<file path="config.mk">
export PLATFORM = sky130hd
export DESIGN_NAME = serial_packet_framer_unit
export DESIGN_NICKNAME = d
export VERILOG_FILES = /design/src/sv/spf_pkg.sv /design/src/sv/serial_packet_framer_unit.sv
export SDC_FILE = /design/constraint.sdc
export NUM_CORES = 1
export LEC_CHECK = 0
export BUFFER_PORTS_ARGS = -buffer_cell sky130_fd_sc_hd__clkbuf_2
export CAP_MARGIN = 20
export CORE_ASPECT_RATIO = 1.4
export CORE_UTILIZATION = 50
export CTS_BUF_LIST = sky130_fd_sc_hd__clkbuf_16
export DETAILED_ROUTE_END_ITERATION = 16
export PLACE_DENSITY = 0.75
export SLEW_MARGIN = 10
export SYNTH_ARGS = -nofsm -noshare
export SYNTH_HDL_FRONTEND = slang
export SYNTH_SLANG_ARGS = --single-unit
</file>
<file path="constraint.sdc">
create_clock -name clk -period 3 [get_ports clk]
set_clock_uncertainty 0.2 [all_clocks]
set_input_delay 0.15 -clock clk [delete_from_list [all_inputs] [get_ports clk]]
set_output_delay 0.15 -clock clk [all_outputs]
set_load 0.05 [all_outputs]
</file>
<file path="src/sv/spf_pkg.sv">
// ----------------------------------------------------------------------------
// spf_pkg - serial packet framer package
// Field widths, action codes, register indexes and reset values.
// ----------------------------------------------------------------------------
package spf_pkg;

  localparam int unsigned BYTE_W      = 8;
  localparam int unsigned TOPIC_W     = 16;
  localparam int unsigned LEN_W       = 16;
  localparam int unsigned S_TDATA_W   = 40;   // topic, length, data byte
  localparam int unsigned MAX_RESULTS = 8;    // seven header bytes plus checksum
  localparam int unsigned CNT_W       = $clog2(MAX_RESULTS + 1);
  localparam int unsigned REG_IDX_W   = 1;

  localparam logic [BYTE_W-1:0] SYNC_RESET    = 8'hFF;
  localparam logic [BYTE_W-1:0] VERSION_RESET = 8'hFE;

  typedef enum logic {
    ACTION_START = 1'b0,
    ACTION_DATA  = 1'b1
  } action_t;

  typedef enum logic [REG_IDX_W-1:0] {
    REG_SYNC    = 1'b0,
    REG_VERSION = 1'b1
  } reg_idx_t;

  typedef logic [BYTE_W-1:0] byte_t;

  // checksum is 255 minus the byte sum modulo 256, i.e. the complement
  function automatic byte_t csum_of(input byte_t sum);
    return ~sum;
  endfunction

endpackage

</file>
<file path="src/sv/serial_packet_framer_unit.sv">
// ----------------------------------------------------------------------------
// serial_packet_framer_unit - serial packet framer
// Turns start items and payload bytes into a framed, checksummed byte stream.
// ----------------------------------------------------------------------------
//
//  channel   dir  handshake          contents
//  --------  ---  -----------------  -------------------------------------------
//  s_*       in   s_tvalid/s_tready  tuser: action; tdata: topic, length, byte
//  m_*       out  m_tvalid/m_tready  tdata: framed byte; tlast: packet end
//  cfg_*     in   cfg_we             cfg_index selects sync or version byte
//
//  An accepted item is expanded at once into a result buffer (0, 1, 2, 7 or 8
//  bytes); the buffer drains one byte per cycle into the output register
//  unless m_tready stalls it. Payload bytes therefore flow at one transfer per
//  cycle when not stalled; a start item holds s_tready low while the header
//  drains. A new item is taken in the cycle the last buffered byte moves out.
//  Dropped payload bytes (outside a packet) are accepted and produce nothing.
//  rst is synchronous, active high; it empties the buffer and output register
//  and returns the framer to idle with default sync and version bytes.
//
module serial_packet_framer_unit (
  input  logic                                 clk,
  input  logic                                 rst,
  // slave side
  input  logic                                 s_tvalid,
  output logic                                 s_tready,
  input  logic [spf_pkg::S_TDATA_W-1:0]        s_tdata,  // topic_id, payload_length, data_byte
  input  logic [0:0]                           s_tuser,  // action
  // master side
  output logic                                 m_tvalid,
  input  logic                                 m_tready,
  output logic [spf_pkg::BYTE_W-1:0]           m_tdata,  // out_byte
  output logic                                 m_tlast,  // packet_end
  // configuration write port
  input  logic                                 cfg_we,
  input  logic [spf_pkg::REG_IDX_W-1:0]        cfg_index,
  input  logic [spf_pkg::BYTE_W-1:0]           cfg_data
);

  import spf_pkg::*;

  // configuration
  byte_t sync_byte;
  byte_t version_byte;

  // framing state
  logic [LEN_W-1:0] bytes_left;
  byte_t            data_sum;
  logic             in_packet;

  // result buffer: entry 0 is the next byte out
  byte_t            rbuf [MAX_RESULTS];
  logic [CNT_W-1:0] wcnt;
  logic             wend;

  // decode of the item on the slave side
  logic [TOPIC_W-1:0] in_topic;
  logic [LEN_W-1:0]   in_len;
  byte_t              in_data;
  action_t            in_action;

  assign in_topic  = s_tdata[TOPIC_W-1:0];
  assign in_len    = s_tdata[TOPIC_W+LEN_W-1:TOPIC_W];
  assign in_data   = s_tdata[S_TDATA_W-1:TOPIC_W+LEN_W];
  assign in_action = action_t'(s_tuser[0]);

  logic out_free;
  logic emit;
  logic accept;

  assign out_free = !m_tvalid || m_tready;
  assign emit     = (wcnt != '0) && out_free;
  // ready once the buffer is empty or its last byte leaves this cycle
  assign s_tready = (wcnt == '0) || ((wcnt == CNT_W'(1)) && out_free);
  assign accept   = s_tvalid && s_tready;

  // expansion of one item into results and the next framing state
  byte_t              nbuf [MAX_RESULTS];
  logic [CNT_W-1:0]   ncnt;
  logic               nend;
  logic [LEN_W-1:0]   bytes_left_next;
  byte_t              data_sum_next;
  logic               in_packet_next;
  byte_t              len_lo, len_hi, top_lo, top_hi;
  byte_t              topic_sum, pay_sum;
  logic [LEN_W-1:0]   left_dec;

  always_comb begin
    len_lo    = in_len[BYTE_W-1:0];
    len_hi    = in_len[LEN_W-1:BYTE_W];
    top_lo    = in_topic[BYTE_W-1:0];
    top_hi    = in_topic[TOPIC_W-1:BYTE_W];
    topic_sum = top_lo + top_hi;
    pay_sum   = data_sum + in_data;
    left_dec  = bytes_left - LEN_W'(1);

    for (int i = 0; i < MAX_RESULTS; i++) begin
      nbuf[i] = '0;
    end
    ncnt            = '0;
    nend            = 1'b0;
    bytes_left_next = bytes_left;
    data_sum_next   = data_sum;
    in_packet_next  = in_packet;

    unique case (in_action)
      ACTION_START: begin
        // a start abandons any open packet
        nbuf[0] = sync_byte;
        nbuf[1] = version_byte;
        nbuf[2] = len_lo;
        nbuf[3] = len_hi;
        nbuf[4] = csum_of(len_lo + len_hi);
        nbuf[5] = top_lo;
        nbuf[6] = top_hi;
        nbuf[7] = csum_of(topic_sum);
        data_sum_next   = topic_sum;
        bytes_left_next = in_len;
        in_packet_next  = (in_len != '0);
        nend            = (in_len == '0);
        ncnt            = (in_len == '0) ? CNT_W'(MAX_RESULTS) : CNT_W'(MAX_RESULTS - 1);
      end
      ACTION_DATA: begin
        if (in_packet) begin
          nbuf[0]         = in_data;
          nbuf[1]         = csum_of(pay_sum);
          data_sum_next   = pay_sum;
          bytes_left_next = left_dec;
          in_packet_next  = (left_dec != '0);
          nend            = (left_dec == '0);
          ncnt            = (left_dec == '0) ? CNT_W'(2) : CNT_W'(1);
        end
      end
      default: begin
      end
    endcase
  end

  // configuration registers
  always_ff @(posedge clk) begin
    if (rst) begin
      sync_byte    <= SYNC_RESET;
      version_byte <= VERSION_RESET;
    end else if (cfg_we) begin
      unique case (reg_idx_t'(cfg_index))
        REG_SYNC:    sync_byte    <= cfg_data;
        REG_VERSION: version_byte <= cfg_data;
        default: begin
        end
      endcase
    end
  end

  // framing state, updated when the item is taken
  always_ff @(posedge clk) begin
    if (rst) begin
      bytes_left <= '0;
      data_sum   <= '0;
      in_packet  <= 1'b0;
    end else if (accept) begin
      bytes_left <= bytes_left_next;
      data_sum   <= data_sum_next;
      in_packet  <= in_packet_next;
    end
  end

  // result buffer: load on accept, otherwise shift one byte per emit
  always_ff @(posedge clk) begin
    if (rst) begin
      wcnt <= '0;
      wend <= 1'b0;
    end else if (accept) begin
      wcnt <= ncnt;
      wend <= nend;
    end else if (emit) begin
      wcnt <= wcnt - CNT_W'(1);
    end
  end

  always_ff @(posedge clk) begin
    if (accept) begin
      rbuf <= nbuf;
    end else if (emit) begin
      for (int i = 0; i < MAX_RESULTS - 1; i++) begin
        rbuf[i] <= rbuf[i+1];
      end
    end
  end

  // output register
  always_ff @(posedge clk) begin
    if (rst) begin
      m_tvalid <= 1'b0;
    end else if (out_free) begin
      m_tvalid <= (wcnt != '0);
    end
  end

  always_ff @(posedge clk) begin
    if (emit) begin
      m_tdata <= rbuf[0];
      m_tlast <= wend && (wcnt == CNT_W'(1));
    end
  end

`ifndef NO_ASSERTIONS
  a_idle_no_count: assert property (@(posedge clk) disable iff (rst)
    !in_packet |-> (bytes_left == '0))
    else $error("bytes_left nonzero while idle");

  a_open_has_count: assert property (@(posedge clk) disable iff (rst)
    in_packet |-> (bytes_left != '0))
    else $error("packet open with no bytes left");

  a_buf_bound: assert property (@(posedge clk) disable iff (rst)
    wcnt <= CNT_W'(MAX_RESULTS))
    else $error("result buffer count out of range");

  a_emit_shows: assert property (@(posedge clk) disable iff (rst)
    emit |=> m_tvalid)
    else $error("emitted byte not presented");

  a_last_only_end: assert property (@(posedge clk) disable iff (rst)
    (emit && !wend) |=> !m_tlast)
    else $error("tlast on a byte that does not end a packet");
`endif

endmodule
</file>
[Yosys cells after proc, flatten, opt, wreduce, memory -nomap -nowiden]
Cells that the tools add are included.
Operators by class
  $lt $le $gt $ge: 0
  shift operators: 0
  reduce and logical (&&, ||, !) cells: 17
  equal/unequal tests: 2
  bitwise operators: 5
  divide/modulo/power cells: 0
  add/subtract/negate cells: 5
  multiplexer cells: 19
  multiply operators: 0
Operators by type and width (count)
  $mux 56: 2
  $pmux 16 s2: 2
  $mux 48: 1
  $logic_not 16->1: 2
  $mux 16: 2
  $reduce_bool 16->1: 2
  $add 8x8->8: 3
  $not 8->8: 3
  $pmux 8 s2: 1
  $sub 16x1->16 const B: 1
  $mux 4: 3
  $mux 8: 1
  $pmux 4 s2: 1
  $reduce_and 2->1: 3
  $eq 4x1->1 const B: 1
  $logic_and 1x1->1: 4
  $logic_not 4->1: 1
  $mux 2: 2
  $pmux 1 s2: 2
  $reduce_bool 4->1: 1
  $sub 4x1->4 const B: 1
  $logic_or 1x1->1: 2
  $mux 1: 2
  $ne 2x1->1 const B: 1
  other kinds (3): 4
Word-level totals
  register bits: 120
  memory bits (writable): 0
  memories kept: 0
  bits in read-only memories: 0
  latch bits: 0

[Logic depth before layout (Yosys ltp)]
  word-level depth: 6
  gate-level depth with buffers: 9

[Least setup slack after synthesis]
Ideal clock, no wire load.
  kind: reg2reg
  start: register bytes_left[0]
  end: register wcnt[1]
  arrival: 2214 ps
  period minus slack after synthesis: 2531 ps
  cell stages (with the launch flop): 8
  slack: 469 ps
  data required time: 2683 ps
  cells stage by stage: dfxtp_1 -> inv_1 -> ha_1 -> or4b_2 -> or4_1 -> o2111ai_1 -> nor2_1 -> a32o_1
On the way
  word-level cells in the longest chain between the ends: 6
Ends and longest elaborated chain
  from (decl): line serial_packet_framer_unit.sv:47  | logic [LEN_W-1:0] bytes_left;
  from (signal assigned): line serial_packet_framer_unit.sv:161  | bytes_left <= bytes_left_next;
  $sub 16x1->16: line serial_packet_framer_unit.sv:95  | left_dec = bytes_left - LEN_W'(1);
  $logic_not 16->1: line serial_packet_framer_unit.sv:131  | ncnt = (left_dec == '0) ? CNT_W'(2) : CNT_W'(1);
  $mux 2: line serial_packet_framer_unit.sv:131
  $mux 2: line serial_packet_framer_unit.sv:124  | if (in_packet) begin
  $pmux 4 s2: line serial_packet_framer_unit.sv:106  | unique case (in_action)
  $mux 4: line serial_packet_framer_unit.sv:172  | end else if (accept) begin
  to (signal assigned): line serial_packet_framer_unit.sv:173  | wcnt <= ncnt;
  to (signal assigned): line serial_packet_framer_unit.sv:176  | wcnt <= wcnt - CNT_W'(1);
  to (decl): line serial_packet_framer_unit.sv:53  | logic [CNT_W-1:0] wcnt;
No other way between the ends.
A chain may end at the register's enable or synchronous reset.

[Final worst setup path]
  start: input port s_tdata[32] in the netlist's numbering
  end: register data_sum[6]
On the way
  word-level cells in the longest chain between the ends: 3
Ends and longest elaborated chain
  from (decl): line serial_packet_framer_unit.sv:27  | input logic [spf_pkg::S_TDATA_W-1:0] s_tdata,
  $add 8x8->8: line serial_packet_framer_unit.sv:94  | pay_sum = data_sum + in_data;
  $mux 8: line serial_packet_framer_unit.sv:124
  $pmux 8 s2: line serial_packet_framer_unit.sv:106
  to (signal assigned): line serial_packet_framer_unit.sv:162  | data_sum <= data_sum_next;
  to (decl): line serial_packet_framer_unit.sv:48  | byte_t data_sum;
No other way between the ends. The select of a mux whose other input is x is not followed.

==> results by group <==
Flow run
  • Max_cap viols: 0

Clock tree
  • Root Driver: clkbuf_16
  • Post-CTS sizing: 0
  • Clk pin slew, worst setup/hold paths: around 0.06 ns
  • Skew-Pair Late Insertion Delay: between 0.4 and 0.5 ns
  • Setup Buffers After CTS: 0
  • CTS HTree Levels: 4
  • Clock buffer depth: 2
  • CTS tree: done
  • Num CTS Buffers: 17
  • Clk sinks: 120

Setup path
  • Max incr delay on CP: between 0.6 and 0.7 ns
  • Crit path cell chain: dlygate4sd3_1 -> clkbuf_2 -> ha_1 -> inv_1 -> fa_1 -> nor2b_1 -> o21a_1 -> o21a_1 -> o311ai_0 -> nor2_1 -> a2111oi_0
  • Worst path slowest cell: o311ai_0
  • Delay-heaviest family, CP: compound AO/OA/AOI/OAI gates
  • Data arrival, critical path: between 2 and 3 ns
  • Top cell by count, worst path: o21a_1
  • WP buf/inv: 3
  • CP Class: input port to flop
  • Crit start category: input port
  • Crit end category: flop
  • Worst path required time: roughly 3.1 ns
  • Worst-path maximum fanout: 3

Placement
  • IO Port Bufs: 65
  • Hpwl dp: ~12,000 µm
  • Final Wtd Congestion: roughly 0.90

Final layout
  • Layout area overhead: 23.38%
  • Antenna cells: 0
  • Fin nets: approximately 880
  • Register Area: 0.003133 mm²
  • Multi-input logic area: between 0.002 and 0.003 mm²
  • Filler cells: ~1,000
  • Share of layout cells above drive strength 1: 0.1418

Global routing
  • Antenna violations before repair: 0
  • Vias in the first global route: about 5,900
  • Largest net degree at the start of global routing: 43
  • Overflow after GRT: 0
  • First-pass GRT wire length: approximately 28,000 µm
  • GRT Overall Usage: 0.2751

Power
  • Power Density: 968.8 mW/mm²
  • Lkg Pwr: between 3 and 4 nW
  • Worst vdd ir: around 0.00053 V

Logic synthesis
  • Yosys warnings: 0
  • Post-Synth Adder-Cell Area: 0.06057
  • Post-Synth XOR/XNOR Area: 0.02478
  • Synth Area in Compound Gates: 0.1799
  • Post-synth EDFFs: 73
  • Post-synth cell types: 59
  • Post-Syn Nets: between 700 and 800
  • Synthesized area: between 0.006 and 0.007 mm²
  • Top_reg_cell synth: edfxtp_1
  • Post-synthesis sequential area ratio: 0.4924
  • Synth async-reset ratio: 0
  • Simple-Gate Fraction of Synth Area: 0.1974
  • Mux contribution to synthesized area: 0.004916
  • Register bit total from synthesis: between 100 and 150
  • Avg Cell Area, Syn: between 9 and 10 µm²
  • Largest family of logic cells by synthesized area: simple AND/OR/NAND/NOR gates
  • Mapped Cells: approximately 700

Die
  • Die H: roughly 140 µm
  • Starting Density: 0.5143
  • Full die area: approximately 0.013 mm²
  • Core ar.: ~0.012 mm²
  • Core Rows: 48
  • Die Span X: roughly 100 µm
  • Boundary Pins: 66

Outcome
  • Failing checks: negative hold slack
  • Run status: finished with violations

STA
  • Final min period: approximately 2.9 ns
  • Fin Setup TNS: 0 ns
  • Setup-failing EPs final: 0
  • Unrepaired setup endpoints after global routing: no
  • Final Hold Vio Count: 1
  • Least-Margin Pin Slew: between 0.7 and 0.8 ns
  • Slew margin rel.: 0.4908
  • Max Fclk: 0.3484 GHz
  • Final Max Tran Viols: 0
  • Period Utilization, post-route: 0.9568
  • Hold_ws: -0.006785 ns

Detailed routing
  • Drt drc: 0
  • Antenna viol nets, final: 0
  • Initial DRC count: about 420
  • Vias: about 5,700
  • Final WL: between 15,000 and 20,000 µm
  • Routed wire per std cell: about 18 µm
  • Via density: 5.970
  • Total iterations of the first detailed-routing run: 5

Worst hold path
  • Hold Crit Class: input port to flop
-- cells in the final DEF, fill, tap and decap left out, types with 4 or more instances in the layout --
cell type	count
nand3_1	30
nand2_1	126
xnor2_1	11
xor2_1	7
a221oi_1	11
dlygate4sd3_1	41
dfxtp_1	47
o31ai_1	6
nand4_1	5
edfxtp_1	73
o21a_1	5
nor4_1	6
ha_1	26
a21o_1	5
inv_1	23
nor3_1	12
o22ai_1	7
a22o_1	4
clkbuf_16	17
nor2b_1	4
or3_1	4
o21ai_0	62
a211oi_1	12
inv_6	7
nor2_1	63
nand2b_1	7
buf_4	9
a21oi_1	38
clkbuf_2	65
o41ai_1	4
and2_1	5
-- synthesized netlist by cell type, types with 11 or more instances --
cell	number	area [µm²]
ha_1	26	325.3
a221oi_1	11	96.34
nor2_1	63	236.5
a21oi_1	38	190.2
clkbuf_1	35	131.4
nand2_1	126	473.0
o21ai_0	62	310.3
edfxtp_1	73	2192
inv_1	23	86.33
nand3_1	31	155.2
a211oi_1	12	90.09
nor3_1	12	60.06
dfxtp_1	47	940.9
xnor2_1	11	96.34
-- layer usage --
layer / part of all wire / wire (µm) / track usage
met1: 0.38 / 6618 / 0.2985
met2: 0.51 / 8794 / 0.4894
met3: 0.066 / 1135 / 0.06037
met4: 0.044 / 768 / 0.1691
met5: 0 / 0 / 0
-- kinds of logic after synthesis --
family / Yosys count
AOI/OAI and AO/OA: 181
xor gates and xnor gates: 18
adders and majority gates: 29
and+or+nand+nor: 280
muxes: 3
DFF: 120
buffers and inverters: 65
-- worst register-to-register path, delay by kind of cell, from the launching register on --
kind                       cells  cell delay, ns
buffers and inverters          1            0.10
DFF                            1            0.36
and+or+nand+nor                3            1.34
adders and majority gates      1            0.24
AOI/OAI and AO/OA              2            0.43
-- through the flow --
step	utilization	setup slack [ns]	instance area (µm²)	power, W	instances
global placement	0.5535	0.3182	6848	0.005399	881
global route	0.6345	0.01669	7850	0.008012	954
finish	0.6345	0.1296	7850	0.007605	954
floorplan	-	0.4689	6362	0.004738	696
CTS	0.6345	0.1847	7850	0.007601	954
detailed placement	0.5535	0.2493	6848	0.005484	881
-- flip-flops by register name (all words and copies together), names as in the netlist, 4 cells and up --
| signal | count |
|---|---|
| wcnt | 4 |
| rbuf | 64 |
| version_byte | 8 |
| sync_byte | 8 |
| bytes_left | 16 |
| data_sum | 8 |
| m_tdata | 8 |
-- area by class of cell --
cell class,instances,share of cell area
timing repair buffer,118,0.1100
inverter,23,0.01100
clock inverter,15,0.02120
sequential,120,0.3991
clock buffer,17,0.05419
tap,150,0.02391
multi-input combinational,511,0.3806
-- final timing paths --
path	to	slack (ns)	cells past startpoint	from
min reg2reg	m_tdata[7]	0.22	0	rbuf[63]
min	rbuf[20]	-0.007	3	s_tdata[4]
max	data_sum[6]	0.13	11	s_tdata[32]
max reg2reg	wcnt[1]	0.23	7	bytes_left[0]
-- where the power goes --
part | total [W] | switching, W | internal [W]
combinational | 0.00265 | 0.00175 | 0.000898
clock | 0.00206 | 0.000820 | 0.00124
sequential | 0.00290 | 0.000265 | 0.00263
total | 0.00761 | 0.00283 | 0.00477
-- repair_timing --
action / CTS / global route
hold buffers: 41 / 0
hold endpoints to repair: 49 / 0
setup endpoints to repair: 0 / 0
Power figures use the tool's default switching activity.
